File: src/sv/pcss_pkg.sv
// Shared types, constants and BCD helpers for the product counter display unit.
package pcss_pkg;

    typedef logic [3:0][3:0] bcd_t;   // [3] thousands .. [0] units

    typedef struct packed {
        logic sensor_level;
        logic up_button_n;
        logic down_button_n;
        logic clear_button_n;
    } sample_t;

    typedef struct packed {
        logic [7:0]  segment_pattern;
        logic [3:0]  digit_select_n;
        logic        full_flag;
        logic        tens_flag;
        logic [13:0] product_count;
    } result_t;

    typedef struct packed {
        logic [7:0] segment_pattern;
        logic [3:0] digit_select_n;
    } scan_view_t;

    typedef struct packed {
        logic        full_flag;
        logic        tens_flag;
        logic [13:0] product_count;
    } count_view_t;

    localparam logic       CFG_ON_TICKS  = 1'b0;
    localparam logic       CFG_OFF_TICKS = 1'b1;
    localparam logic [6:0] TICKS_RESET   = 7'd10;
    localparam logic [7:0] SEG_BLANK     = 8'hFF;
    localparam logic [3:0] DIGITS_OFF    = 4'hF;

    // active-low segment codes, decimal point off
    function automatic logic [7:0] seg_code(input logic [3:0] digit);
        logic [7:0] code;
        case (digit)
            4'd0:    code = 8'hC0;
            4'd1:    code = 8'hF9;
            4'd2:    code = 8'hA4;
            4'd3:    code = 8'hB0;
            4'd4:    code = 8'h99;
            4'd5:    code = 8'h92;
            4'd6:    code = 8'h82;
            4'd7:    code = 8'hF8;
            4'd8:    code = 8'h80;
            4'd9:    code = 8'h90;
            default: code = SEG_BLANK;
        endcase
        return code;
    endfunction

    function automatic bcd_t bcd_inc(input bcd_t v);
        bcd_t r;
        logic carry;
        r     = v;
        carry = 1'b1;
        for (int i = 0; i < 4; i++) begin
            if (carry) begin
                if (r[i] == 4'd9) begin
                    r[i] = 4'd0;
                end else begin
                    r[i]  = r[i] + 4'd1;
                    carry = 1'b0;
                end
            end
        end
        return r;
    endfunction

    function automatic bcd_t bcd_dec(input bcd_t v);
        bcd_t r;
        logic borrow;
        r      = v;
        borrow = 1'b1;
        for (int i = 0; i < 4; i++) begin
            if (borrow) begin
                if (r[i] == 4'd0) begin
                    r[i] = 4'd9;
                end else begin
                    r[i]   = r[i] - 4'd1;
                    borrow = 1'b0;
                end
            end
        end
        return r;
    endfunction

    // each digit widened to 14 bits first so the weighted products cannot overflow
    function automatic logic [13:0] bcd_to_bin(input bcd_t v);
        return 14'(v[3]) * 14'd1000 + 14'(v[2]) * 14'd100
             + 14'(v[1]) * 14'd10 + 14'(v[0]);
    endfunction

endpackage

File: src/sv/pcss_scan.sv
// Display multiplexer: phase counter, digit position and segment/enable latches.
module pcss_scan
    import pcss_pkg::*;
(
    input  logic       clk,
    input  logic       rst_n,
    input  logic       step,
    input  logic [6:0] on_ticks,
    input  logic [6:0] off_ticks,
    input  bcd_t       shown,
    output scan_view_t view_next
);

    localparam logic [2:0] POS_NONE      = 3'd0;
    localparam logic [2:0] POS_THOUSANDS = 3'd1;
    localparam logic [2:0] POS_HUNDREDS  = 3'd2;
    localparam logic [2:0] POS_TENS      = 3'd3;
    localparam logic [2:0] POS_UNITS     = 3'd4;

    logic [7:0] phase_reg, phase_next;
    logic [2:0] pos_reg, pos_next;
    logic [7:0] seg_reg, seg_next;
    logic [3:0] dig_reg, dig_next;

    always_comb
    begin
        phase_next = phase_reg + 8'd1;
        pos_next   = pos_reg;
        seg_next   = seg_reg;
        dig_next   = dig_reg;
        if (phase_next == {1'b0, off_ticks}) begin
            pos_next = pos_reg + 3'd1;
            case (pos_next)
                POS_THOUSANDS: begin
                    seg_next = seg_code(shown[3]);
                    dig_next = dig_reg & 4'b0111;
                end
                POS_HUNDREDS: begin
                    seg_next = seg_code(shown[2]);
                    dig_next = dig_reg & 4'b1011;
                end
                POS_TENS: begin
                    seg_next = seg_code(shown[1]);
                    dig_next = dig_reg & 4'b1101;
                end
                POS_UNITS: begin
                    seg_next = seg_code(shown[0]);
                    dig_next = dig_reg & 4'b1110;
                    pos_next = POS_NONE;
                end
                default: ;
            endcase
        end else if (phase_next == ({1'b0, off_ticks} + {1'b0, on_ticks})) begin
            seg_next   = SEG_BLANK;
            dig_next   = DIGITS_OFF;
            phase_next = 8'd0;
        end
    end

    always_ff @(posedge clk or negedge rst_n)
    begin
        if (!rst_n) begin
            phase_reg <= 8'd0;
            pos_reg   <= POS_NONE;
            seg_reg   <= SEG_BLANK;
            dig_reg   <= DIGITS_OFF;
        end else if (step) begin
            phase_reg <= phase_next;
            pos_reg   <= pos_next;
            seg_reg   <= seg_next;
            dig_reg   <= dig_next;
        end
    end

    assign view_next.segment_pattern = seg_next;
    assign view_next.digit_select_n  = dig_next;

endmodule

File: src/sv/pcss_count.sv
// Product count in BCD: sensor edge detect, button lockout and flags.
module pcss_count
    import pcss_pkg::*;
#(
    parameter int COUNT_LIMIT = 9999
)
(
    input  logic        clk,
    input  logic        rst_n,
    input  logic        step,
    input  sample_t     sample,
    output bcd_t        count_now,
    output count_view_t view_next
);

    localparam bcd_t LIMIT_BCD = {4'((COUNT_LIMIT / 1000) % 10), 4'((COUNT_LIMIT / 100) % 10),
                                  4'((COUNT_LIMIT / 10) % 10), 4'(COUNT_LIMIT % 10)};

    bcd_t count_reg, count_next;
    logic armed_reg, armed_next;
    logic released_reg, released_next;
    logic full_reg, full_next;
    logic tens_reg, tens_next;

    function automatic bcd_t step_up(input bcd_t v);
        return (v == LIMIT_BCD) ? '0 : bcd_inc(v);
    endfunction

    function automatic bcd_t step_down(input bcd_t v);
        return (v == '0) ? LIMIT_BCD : bcd_dec(v);
    endfunction

    always_comb
    begin
        count_next    = count_reg;
        armed_next    = armed_reg;
        released_next = released_reg;
        full_next     = full_reg;
        tens_next     = tens_reg;

        if (sample.sensor_level) begin
            armed_next = 1'b1;
        end else if (armed_reg) begin
            armed_next = 1'b0;
            count_next = step_up(count_next);
            full_next  = (count_next == LIMIT_BCD);
            tens_next  = (count_next[0] == 4'd0);
        end

        if (released_reg) begin
            if (!sample.up_button_n) begin
                released_next = 1'b0;
                count_next    = step_up(count_next);
            end
            if (!sample.down_button_n) begin
                released_next = 1'b0;
                count_next    = step_down(count_next);
            end
            if (!sample.clear_button_n) begin
                released_next = 1'b0;
                count_next    = '0;
            end
        end else if (sample.up_button_n && sample.down_button_n && sample.clear_button_n) begin
            released_next = 1'b1;
        end
    end

    always_ff @(posedge clk or negedge rst_n)
    begin
        if (!rst_n) begin
            count_reg    <= '0;
            armed_reg    <= 1'b0;
            released_reg <= 1'b0;
            full_reg     <= 1'b0;
            tens_reg     <= 1'b0;
        end else if (step) begin
            count_reg    <= count_next;
            armed_reg    <= armed_next;
            released_reg <= released_next;
            full_reg     <= full_next;
            tens_reg     <= tens_next;
        end
    end

    assign count_now               = count_reg;
    assign view_next.full_flag     = full_next;
    assign view_next.tens_flag     = tens_next;
    assign view_next.product_count = bcd_to_bin(count_next);

endmodule

File: src/sv/product_counter_seven_segment_unit.sv
// Top level of the product counter with four-digit multiplexed display.
//
// Each sample item is one tick: sensor level plus three active-low buttons.
// Every item yields exactly one result item with the segment byte, the
// active-low digit enables, the full and tens flags and the count after the
// tick. Throughput is one item per clock unless result_ready stalls. The
// single state-update stage between the input and result registers reads the
// count, display scan and lockout state and writes their next values in the
// same cycle. The result register frees the input side, so a new item is
// taken while a finished result still waits on result_ready. The count is
// held in BCD so the scan picks digits without dividing; product_count is
// converted back to binary on the way out. Config (index 0 on_ticks, index 1
// off_ticks, both reset to 10) should only be written while the unit is idle.
module product_counter_seven_segment_unit
    import pcss_pkg::*;
#(
    parameter int COUNT_LIMIT = 9999
)
(
    input  logic       clk,
    input  logic       rst_n,
    input  logic       sample_valid,
    output logic       sample_ready,
    input  sample_t    sample,
    output logic       result_valid,
    input  logic       result_ready,
    output result_t    result,
    input  logic       cfg_write,
    input  logic       cfg_index,
    input  logic [6:0] cfg_data
);

    logic [6:0]  on_ticks_reg;
    logic [6:0]  off_ticks_reg;

    // input stage
    logic        in_valid_reg;
    sample_t     in_data_reg;

    // result stage
    logic        res_valid_reg;
    result_t     res_data_reg;

    logic        step;
    bcd_t        count_now;
    scan_view_t  scan_next;
    count_view_t count_next;

    // the held item advances when the result slot is free or being drained
    assign step         = in_valid_reg && (!res_valid_reg || result_ready);
    assign sample_ready = !in_valid_reg || step;

    always_ff @(posedge clk or negedge rst_n)
    begin
        if (!rst_n) begin
            on_ticks_reg  <= TICKS_RESET;
            off_ticks_reg <= TICKS_RESET;
        end else if (cfg_write) begin
            case (cfg_index)
                CFG_ON_TICKS:  on_ticks_reg  <= cfg_data;
                CFG_OFF_TICKS: off_ticks_reg <= cfg_data;
                default: ;
            endcase
        end
    end

    always_ff @(posedge clk or negedge rst_n)
    begin
        if (!rst_n) begin
            in_valid_reg <= 1'b0;
        end else if (sample_ready) begin
            in_valid_reg <= sample_valid;
        end
    end

    always_ff @(posedge clk)
    begin
        if (sample_ready && sample_valid) begin
            in_data_reg <= sample;
        end
    end

    // scan runs on the count as it stood before this tick
    pcss_scan u_scan (
        .clk       (clk),
        .rst_n     (rst_n),
        .step      (step),
        .on_ticks  (on_ticks_reg),
        .off_ticks (off_ticks_reg),
        .shown     (count_now),
        .view_next (scan_next)
    );

    pcss_count #(
        .COUNT_LIMIT (COUNT_LIMIT)
    ) u_count (
        .clk       (clk),
        .rst_n     (rst_n),
        .step      (step),
        .sample    (in_data_reg),
        .count_now (count_now),
        .view_next (count_next)
    );

    always_ff @(posedge clk or negedge rst_n)
    begin
        if (!rst_n) begin
            res_valid_reg <= 1'b0;
        end else if (step) begin
            res_valid_reg <= 1'b1;
        end else if (result_ready) begin
            res_valid_reg <= 1'b0;
        end
    end

    always_ff @(posedge clk)
    begin
        if (step) begin
            res_data_reg.segment_pattern <= scan_next.segment_pattern;
            res_data_reg.digit_select_n  <= scan_next.digit_select_n;
            res_data_reg.full_flag       <= count_next.full_flag;
            res_data_reg.tens_flag       <= count_next.tens_flag;
            res_data_reg.product_count   <= count_next.product_count;
        end
    end

    assign result_valid = res_valid_reg;
    assign result       = res_data_reg;

endmodule
File: config.mk
export PLATFORM = sky130hd
export DESIGN_NAME = product_counter_seven_segment_unit
export DESIGN_NICKNAME = d
export VERILOG_FILES = /design/src/sv/pcss_pkg.sv /design/src/sv/pcss_scan.sv /design/src/sv/pcss_count.sv /design/src/sv/product_counter_seven_segment_unit.sv
export SDC_FILE = /design/constraint.sdc
export NUM_CORES = 1
export LEC_CHECK = 0
export ABC_AREA = 1
export BUFFER_PORTS_ARGS = -buffer_cell sky130_fd_sc_hd__buf_2
export CAP_MARGIN = 25
export CORE_MARGIN = 2
export CORE_UTILIZATION = 60
export DETAILED_ROUTE_END_ITERATION = 8
export MAX_ROUTING_LAYER = met4
export PLACE_DENSITY = 0.84
export SYNTH_ARGS = -nofsm -noshare
export SYNTH_HDL_FRONTEND = slang
export SYNTH_SLANG_ARGS = --single-unit
File: constraint.sdc
create_clock -name clk -period 8.06 [get_ports clk]
set_input_delay 0.403 -clock clk [delete_from_list [all_inputs] [get_ports clk]]
set_output_delay 0.403 -clock clk [all_outputs]
set_load 0.005 [all_outputs]
==> flow_summary_export.csv, run 1 <==
group,metric,value,unit
sta,clock_skew,0.01074,ns
placement,place_area,8726,sq um
clock_tree,ctsHtreeMaxLevel,3,
clock_tree,cts_tree,"done",
clock_tree,cts_buffer_depth,2,
floorplanning,boundaryPins,47,
global_route,grt_pass1_vias,6679,
setup_path,cp-end-kind,"register",
status,status,"finished clean",
floorplanning,die_x,121.7,um
power_and_ir_drop,switching_share,49.96,%
sta,hold_viol_final,0,
sta,fin_crit,7.515,ns
clock_tree,clk_latency,0.36,ns
global_route,grt_max_degree,62,
logic_synthesis,synth-seq-cells,91,
sta,slew_headroom,27.44,%
global_route,antenna_found_initial,0,
setup_path,setup.worst_path.start_class,"register",
min_path,hp-class,"in -> async",
clock_tree,clkTransAtPathRegs,0.08,ns
power_and_ir_drop,peakVddDrop,0.6369,mV
logic_synthesis,syn_area,8310,sq um
cells_and_area,drive_gt1_share,16.95,%
global_route,grt.overflow.total,0,
setup_path,r2r_slack,0.55,ns
sta,worst_slew_pin_slew,1.077,ns
cells_and_area,largest_register_ff_count,28,
setup_path,path_buf_inv,8,
logic_synthesis,synth_edf_count,32,
route,drc_errors,0,
setup_path,slowest_delay,0.63,ns
setup_path,arrival,7.63,ns
power_and_ir_drop,p_sw,2.230,mW
sta,fin_crit_sh,93.24,%
sta,setup_viol,0,
clock_tree,hold_buffers,0,
setup_path,crit_required,8.18,ns
power_and_ir_drop,cell_internal_pwr,2.234,mW
cells_and_area,post-route-util,66.67,%
route,dr.pass1.iters,5,
clock_tree,clock-root-buffer,"clkbuf_16",
route,drt-wirelength-per-cell,14.81,um
route,vias,7205,
setup_path,timing.rr.start,"u_count.count_now[9]$_DFFE_PN0P_",
global_route,grt_pass1_wl,32250,um
cells_and_area,final_common_cell,"nand2_1",
sta,slew_viol_final,0,
sta,fmax,133.1,MHz
logic_synthesis,synth_ff_type,"dfrtp_1",
clock_tree,cts_buffers,9,
setup_path,r2r_cells,41,
power_and_ir_drop,p_comb_share,69.1,%
power_and_ir_drop,leakage,4.607,nW
cells_and_area,num_antenna_cells,0,
cells_and_area,mostFrequentLayoutCells,"244 x nand2_1, 134 x inv_1, 97 x ha_1, 78 x o21ai_0, 62 x nand3_1",
power_and_ir_drop,power,4.464,mW
setup_path,cpMaxStageDelayCell,"fa_1",
flow_run,cap_violations,0,
setup_path,crit_fanout,8,
logic_synthesis,yosys_warnings,0,
setup_path,cp.depth,41,
floorplanning,die_area,14810,sq um
setup_path,critPathKind,"reg -> reg",
setup_path,critPathMostFrequentCell,"ha_1",
logic_synthesis,synth_nets,1187,
logic_synthesis,yosysUniqueCellTypes,64,
placement,gp_congestion,0.9321,
power_and_ir_drop,p_per_area,488.1,nW/um^2
logic_synthesis,synthArstFlopShare,64.84,%
power_and_ir_drop,clkPwrFrac,10.2,%
setup_path,r2r-end,"result[13]$_DFFE_PP_",
placement,dp_hpwl,14040,um
logic_synthesis,synthCells,1053,
route,wl,19090,um
route,postRouteAntennaNets,0,
cells_and_area,fillerInstances,1144,
placement,port_buffers,46,
cells_and_area,design_area,9146,sq um
cells_and_area,regArea,2461,sq um
setup_path,crit_family,"adder cells",
logic_synthesis,avgSynthCellArea,7.892,sq um
sta,hold_ws,0.1919,ns
global_route,grt_use_total,27.95,%
floorplanning,num_rows,43,
floorplanning,start_util,60.57,%
route,via_per_inst,5.590,
cells_and_area,multi_input_area,5210,sq um
clock_tree,cts.sinks,91,
cells_and_area,final_nets,1238,
route,drtIter0Drc,613,
cells_and_area,syn2layout_area_growth,10.06,%
logic_synthesis,ys_seq_area_share,29.57,%
power_and_ir_drop,sequentialPowerShare,20.7,%
floorplanning,die_h,121.7,um
floorplanning,core,13720,sq um
==> how the worst max path moves through the flow <==
| stage | to | slack [ns] | startpoint |
|---|---|---|---|
| after global placement | result[13]$_DFFE_PP_ | 0.39 | u_count.count_now[1]$_DFFE_PN0P_ |
| after floorplan | result[13]$_DFFE_PP_ | 0.95 | u_count.count_now[1]$_DFFE_PN0P_ |
| final | result[13]$_DFFE_PP_ | 0.55 | u_count.count_now[9]$_DFFE_PN0P_ |
| after CTS | result[13]$_DFFE_PP_ | 0.11 | u_count.count_now[1]$_DFFE_PN0P_ |
| after detailed placement | result[13]$_DFFE_PP_ | 0.14 | u_count.count_now[1]$_DFFE_PN0P_ |
| after global routing | result[13]$_DFFE_PP_ | -0.03 | u_count.count_now[9]$_DFFE_PN0P_ |
==> timing repair <==
action / CTS / global route
buffers inserted: 0 / 7
endpoints found under the setup margin: 0 / 3
hold endpoints to repair: 0 / 0
resized for setup: 0 / 25
==> synth_stat cells, types with 9 or more instances <==
cell      instances  area (sq um)
a21oi_1          35         175.2
clkbuf_1         10         37.54
dfrtp_1          43          1076
dfstp_2          16         420.4
edfxtp_1         32         960.9
fa_1             18         360.4
ha_1             99          1239
inv_1           139         521.8
inv_2             9         33.78
nand2_1         247         927.1
nand2_2          12         75.07
nand3_1          62         310.3
nand3_2          15         150.1
nand4_1          11         68.82
nor2_1           53         198.9
o21ai_0          82         410.4
o21ai_1          15         75.07
o22ai_1          10         62.56
xnor2_1          13         113.9
xor2_1           27         236.5
==> power groups by stage <==
| stage | Clock [mW] | Combinational (mW) | Sequential [mW] |
|---|---|---|---|
| final | 0.455 | 3.09 | 0.922 |
| after global routing | 0.481 | 3.54 | 0.941 |
| after CTS | 0.462 | 3.02 | 0.918 |
| after detailed placement | 0 | 2.96 | 0.923 |
| after global placement | 0 | 2.85 | 0.917 |
| after floorplan | 0 | 2.33 | 0.881 |
==> layout make-up <==
| class | count | share of cell area, % |
|---|---|---|
| flip-flops and latches | 91 | 26.91 |
| repair buffers | 63 | 3.912 |
| clock inverters | 7 | 0.9029 |
| inverters | 153 | 6.389 |
| clock buffers | 9 | 2.462 |
| multi-input cells | 786 | 56.96 |
| well taps | 180 | 2.462 |
==> stage by stage <==
| step | setup WS (ns) | cells | TNS, ns |
|---|---|---|---|
| floorplan | 0.9456 | 1053 | 0 |
| global placement | 0.3897 | 1266 | 0 |
| detailed placement | 0.1423 | 1266 | 0 |
| CTS | 0.1122 | 1282 | 0 |
| global route | -0.03046 | 1289 | -0.03046 |
| finish | 0.5451 | 1289 | 0 |
==> metal layers <==
metal,vias to the layer above,global-route usage [%],wire length (um),part of all wire (%)
li1,3585,-,-,-
met1,3352,38.92,8842,46
met2,243,42.70,8684,45
met3,25,3.792,1255,6.6
met4,0,8.621,310,1.6
met5,-,-,0,0
==> cell families after synthesis <==
kind of cell | share of synthesized area, %
AND/OR/NAND/NOR | 25.46
AO/OA/AOI/OAI | 13.13
buffers and inverters | 8.386
adder cells (fa/ha/maj) | 19.24
flip-flops | 29.57
XOR/XNOR | 4.216
Power figures use the tool's default switching activity.
==> run 2, diff against run 1 <==
- CORE_ASPECT_RATIO: unset -> 0.5
==> run 2 against run 1 <==
  * Via count rose by 0.25%
  * Core utilization up 1.3 points
  * Critical path type unchanged
  * Register-to-register slack worse by 0.13 ns
  * Clock skew grew 0.0047 ns
  * Largest cell class unchanged
  * Die area is 0.38% higher
  * Count of clock-buffer cells in the layout rose by 2
  * Largest power group unchanged
  * Non-clock buffer count unchanged
  * Global-route usage increased by 0.25 points
==> flow_summary_export.csv, run 2 (synthesis results as in run 1) <==
group,metric,value,unit
placement,port_buffers,46,
clock_tree,clk_latency,0.36,ns
setup_path,critPathKind,"reg -> reg",
floorplanning,die_h,87.22,um
route,drtIter0Drc,555,
global_route,antenna_found_initial,0,
setup_path,slowest_delay,0.61,ns
sta,fin_crit_sh,94.85,%
power_and_ir_drop,power,4.495,mW
clock_tree,clock-root-buffer,"clkbuf_16",
sta,hold_viol_final,0,
power_and_ir_drop,leakage,4.603,nW
clock_tree,cts_buffer_depth,2,
power_and_ir_drop,cell_internal_pwr,2.254,mW
floorplanning,core,13550,sq um
power_and_ir_drop,clkPwrFrac,10.6,%
floorplanning,boundaryPins,47,
cells_and_area,mostFrequentLayoutCells,"245 x nand2_1, 136 x inv_1, 96 x ha_1, 77 x o21ai_0, 61 x nand3_1",
setup_path,path_buf_inv,7,
setup_path,crit_required,8.19,ns
setup_path,critPathMostFrequentCell,"nand2_1",
flow_run,cap_violations,0,
min_path,hp-class,"in -> async",
setup_path,setup.worst_path.start_class,"register",
route,wl,19720,um
floorplanning,die_x,170.4,um
sta,worst_slew_pin_slew,1.003,ns
cells_and_area,final_nets,1239,
route,drt-wirelength-per-cell,15.14,um
cells_and_area,drive_gt1_share,17.03,%
setup_path,crit_fanout,12,
clock_tree,ctsHtreeMaxLevel,3,
cells_and_area,multi_input_area,5246,sq um
power_and_ir_drop,peakVddDrop,0.3789,mV
sta,fmax,130.8,MHz
sta,clock_skew,0.01542,ns
sta,setup_viol,0,
power_and_ir_drop,p_per_area,488.1,nW/um^2
global_route,grt_pass1_vias,6824,
route,postRouteAntennaNets,0,
clock_tree,cts.sinks,91,
power_and_ir_drop,p_sw,2.241,mW
floorplanning,die_area,14870,sq um
setup_path,crit_family,"adder cells",
power_and_ir_drop,sequentialPowerShare,20.5,%
clock_tree,cts_tree,"done",
cells_and_area,syn2layout_area_growth,10.83,%
sta,fin_crit,7.645,ns
global_route,grt_max_degree,92,
power_and_ir_drop,switching_share,49.85,%
clock_tree,cts_buffers,9,
floorplanning,start_util,61.33,%
setup_path,cp-end-kind,"register",
clock_tree,hold_buffers,0,
placement,gp_congestion,1.007,
global_route,grt_use_total,28.20,%
sta,slew_headroom,33.12,%
route,drc_errors,0,
setup_path,cpMaxStageDelayCell,"fa_1",
sta,finalSetupTns,0,ns
placement,dp_hpwl,14470,um
route,via_per_inst,5.548,
cells_and_area,largest_register_ff_count,28,
floorplanning,num_rows,30,
cells_and_area,post-route-util,67.97,%
cells_and_area,final_common_cell,"nand2_1",
power_and_ir_drop,p_comb_share,68.9,%
cells_and_area,num_antenna_cells,0,
status,status,"finished clean",
global_route,grt_pass1_wl,32420,um
sta,slew_viol_final,0,
setup_path,arrival,7.77,ns
route,dr.pass1.iters,5,
cells_and_area,fillerInstances,1077,
clock_tree,clkTransAtPathRegs,0.08,ns
global_route,grt.overflow.total,0,
route,vias,7223,
cells_and_area,regArea,2461,sq um
==> run 2: worst register-to-register path: cells and delay by family (launching register included) <==
kind | cells | cell delay (ns)
adders and majority gates | 8 | 2.82
and+or+nand+nor | 18 | 2.20
AOI/OAI and AO/OA | 7 | 1.02
buffers and inverters | 7 | 0.73
DFF | 1 | 0.37
xor gates and xnor gates | 2 | 0.29
==> run 2: final cells by class <==
cell class / instances / share of cell area [%]
Tap cell: 192 / 2.608
Clock buffer: 11 / 2.758
Multi-Input combinational cell: 787 / 56.96
Timing Repair Buffer: 63 / 3.885
Clock inverter: 5 / 0.7200
Inverter: 153 / 6.344
Sequential cell: 91 / 26.72
==> run 2: metal layers <==
layer / global-route usage [%] / up-vias / share of wire, %
li1: - / 3578 / -
met1: 35.61 / 3384 / 45
met2: 47.27 / 217 / 48
met3: 4.044 / 44 / 4.6
met4: 9.479 / 0 / 2.3
met5: - / - / 0
==> run 2: final timing paths <==
check                                              startpoint                          endpoint  slack, ns  cells past startpoint
worst min-delay path                                    rst_n      off_ticks_reg[0]$_DFFE_PN0P_       0.19                      2
worst min register to register  u_scan.seg_reg[6]$_DFFE_PN1P_     u_scan.seg_reg[6]$_DFFE_PN1P_       0.47                      2
worst max-delay path                 in_data_reg[3]$_DFFE_PP_              result[13]$_DFFE_PP_       0.42                     42
min in group clk                                    sample[1]          in_data_reg[1]$_DFFE_PP_       0.22                      1
max in group asynchronous                               rst_n  u_count.count_now[9]$_DFFE_PN0P_       7.27                      2
worst max register to register       in_data_reg[3]$_DFFE_PP_              result[13]$_DFFE_PP_       0.42                     42
==> run 2: per-stage QoR <==
| step | worst slack, ns | cell area (sq um) | hold WS, ns | cells |
|---|---|---|---|---|
| final | 0.4154 | 9210 | 0.1887 | 1302 |
| after global routing | -0.07131 | 9210 | 0.2224 | 1302 |
| after CTS | 0.09379 | 9050 | 0.2135 | 1292 |
| after detailed placement | -0.02511 | 8726 | 0.4575 | 1276 |
| after global placement | 0.3193 | 8726 | 0.4567 | 1276 |
| after floorplan | 0.9456 | 8310 | 0.1074 | 1053 |
==> run 2: what timing repair did <==
| item | 4_1_cts | 5_1_grt |
|---|---|---|
| pin swaps | 0 | 8 |
| setup buffers | 0 | 9 |
| resized for setup | 2 | 27 |
| cloned | 0 | 1 |
| endpoints found under the setup margin | 1 | 2 |
==> run 2: power by group through the flow <==
stage          Sequential (mW)  Clock (mW)  Combinational, mW
2_1_floorplan            0.881           0               2.33
3_3_place_gp             0.916           0               2.83
3_5_place_dp             0.919           0               2.97
4_1_cts                  0.915       0.476               2.99
5_1_grt                  0.947       0.494               3.52
6_report                 0.923       0.476               3.10
==> run 3, diff against run 2 <==
- REMOVE_ABC_BUFFERS: unset -> 1
==> run 3 against run 2 <==
  * Total power is 1.5% lower
  * Count of clock-buffer cells in the layout stayed put
  * Cell count is 0.23% lower
  * Clock power is 3% lower
  * Routed wire length is 4.2% lower
  * Critical path type unchanged
  * Largest cell class unchanged
  * Highest routed layer unchanged
==> flow_summary_export.csv, run 3 (synthesis results as in run 1) <==
group,metric,value,unit
clock_tree,ctsHtreeMaxLevel,3,
placement,place_ws,0.08547,ns
cells_and_area,final_nets,1236,
clock_tree,cts_buffer_depth,2,
sta,setup_viol,0,
global_route,grt_max_degree,60,
cells_and_area,final_common_cell,"nand2_1",
sta,slew_headroom,45.22,%
clock_tree,clkTransAtPathRegs,0.07,ns
floorplanning,core,13550,sq um
sta,fmax,130.6,MHz
status,status,"finished clean",
setup_path,r2r_cells,43,
route,vias,7192,
route,via_per_inst,5.537,
clock_tree,cts_tree,"done",
cells_and_area,num_antenna_cells,0,
sta,fin_crit,7.655,ns
power_and_ir_drop,cell_internal_pwr,2.237,mW
setup_path,critPathMostFrequentCell,"nand2_1",
setup_path,critPathKind,"reg -> reg",
sta,finalSetupTns,0,ns
power_and_ir_drop,p_comb_share,68.8,%
setup_path,timing.rr.start,"u_count.count_now[1]$_DFFE_PN0P_",
min_path,hp-class,"in -> async",
clock_tree,clock-root-buffer,"clkbuf_16",
floorplanning,die_x,170.4,um
route,dr.pass1.iters,5,
setup_path,cp-end-kind,"register",
sta,hold_viol_final,0,
power_and_ir_drop,switching_share,49.47,%
setup_path,crit_fanout,8,
global_route,grt_busiest_layer,"met2",
power_and_ir_drop,clkPwrFrac,10.4,%
power_and_ir_drop,p_per_area,483.6,nW/um^2
power_and_ir_drop,peakVddDrop,0.6263,mV
setup_path,crit_required,8.18,ns
global_route,grt.overflow.total,0,
global_route,use_met3,4.498,%
floorplanning,die_h,87.22,um
floorplanning,start_util,61.33,%
floorplanning,boundaryPins,47,
global_route,grt_use_met1,36.09,%
route,drc_errors,0,
route,postRouteAntennaNets,0,
cells_and_area,largest_register_ff_count,28,
power_and_ir_drop,leakage,4.594,nW
cells_and_area,mostFrequentLayoutCells,"245 x nand2_1, 137 x inv_1, 96 x ha_1, 77 x o21ai_0, 62 x nand3_1",
setup_path,arrival,7.77,ns
placement,gp_congestion,0.9099,
clock_tree,hold_buffers,0,
sta,fin_crit_sh,94.98,%
global_route,gr-usage-met2,44.49,%
clock_tree,cts.sinks,91,
placement,port_buffers,46,
route,drtIter0Drc,611,
sta,worst_slew_pin_slew,0.8131,ns
global_route,grt_pass1_vias,6745,
power_and_ir_drop,sequentialPowerShare,20.7,%
setup_path,setup.worst_path.start_class,"register",
flow_run,cap_violations,0,
placement,place_area,8711,sq um
power_and_ir_drop,p_sw,2.191,mW
global_route,antenna_found_initial,0,
global_route,grt_use_total,27.58,%
setup_path,startpoint,"u_count.count_now[1]$_DFFE_PN0P_",
clock_tree,cts_buffers,9,
floorplanning,die_area,14870,sq um
cells_and_area,syn2layout_area_growth,10.18,%
sta,hold_ws,0.1983,ns
placement,placed_cells,1274,
sta,clock_skew,0.01080,ns
setup_path,cpMaxStageDelayCell,"fa_1",
floorplanning,num_rows,30,
cells_and_area,layoutNonFillerInstCount,1299,
cells_and_area,drive_gt1_share,16.44,%
cells_and_area,fillerInstances,1087,
cells_and_area,design_area,9156,sq um
clock_tree,clk_latency,0.36,ns
route,drt-wirelength-per-cell,14.54,um
sta,setup_ws,0.4046,ns
sta,slew_viol_final,0,
placement,dp_hpwl,14150,um
global_route,grt_pass1_wl,31840,um
route,wl,18890,um
setup_path,slowest_delay,0.60,ns
run 3: changes by cell type in the layout (fill, tap and decap cells not counted), sizes merged:
cell / delta
buf: -2
nor2: -1
run 3: worst max-delay path: cells and delay by family, from the launching register on:
family	cells	cell delay [ns]
compound gates	8	1.18
fa+ha+maj	9	3.02
buf+inv	6	0.47
simple gates	18	1.99
xor+xnor	2	0.29
flops	1	0.45
run 3: worst paths after layout:
| check | end | slack [ns] |
|---|---|---|
| min in group clk | in_data_reg[3]$_DFFE_PP_ | 0.22 |
| hold reg to reg | u_scan.seg_reg[3]$_DFFE_PN1P_ | 0.47 |
| setup reg to reg | result[13]$_DFFE_PP_ | 0.40 |
| setup / recovery | result[13]$_DFFE_PP_ | 0.40 |
| max in group asynchronous | u_count.count_now[0]$_DFFE_PN0P_ | 7.33 |
| hold / removal | u_count.released_reg$_DFFE_PN0P_ | 0.20 |
run 3: final cells by class:
cell class	count	area, sq um	area share, %
flip-flops and latches	91	2461	26.88
inverters	153	584.3	6.382
multi-input cells	786	5210	56.90
well taps	192	240.2	2.624
repair buffers	61	342.8	3.744
clock inverters	5	63.81	0.6969
clock buffers	11	254.0	2.774
run 3: metal layers:
layer / part of all wire, % / vias up / routed length [um]
met4: 2.5 / 0 / 475
met3: 5.0 / 44 / 944
met1: 47 / 3375 / 8858
li1: - / 3571 / -
met5: 0 / - / 0
met2: 46 / 202 / 8615
run 3: per-stage QoR:
step,total power [mW],utilization [%]
floorplan,3.186,-
global placement,3.721,64.28
detailed placement,3.862,64.28
CTS,4.359,66.63
global route,4.947,67.57
finish,4.428,67.57
run 3: timing repair:
action,4_1_cts,5_1_grt
endpoints found under the setup margin,0,3
gates resized for setup,0,23
setup buffers,0,9
run 3: power groups by stage:
| stage | Sequential (mW) | Combinational, mW | Clock [mW] |
|---|---|---|---|
| finish | 0.918 | 3.05 | 0.462 |
| global route | 0.940 | 3.52 | 0.487 |
| CTS | 0.915 | 2.97 | 0.471 |
| detailed placement | 0.921 | 2.94 | 0 |
| global placement | 0.916 | 2.81 | 0 |
| floorplan | 0.899 | 2.29 | 0 |
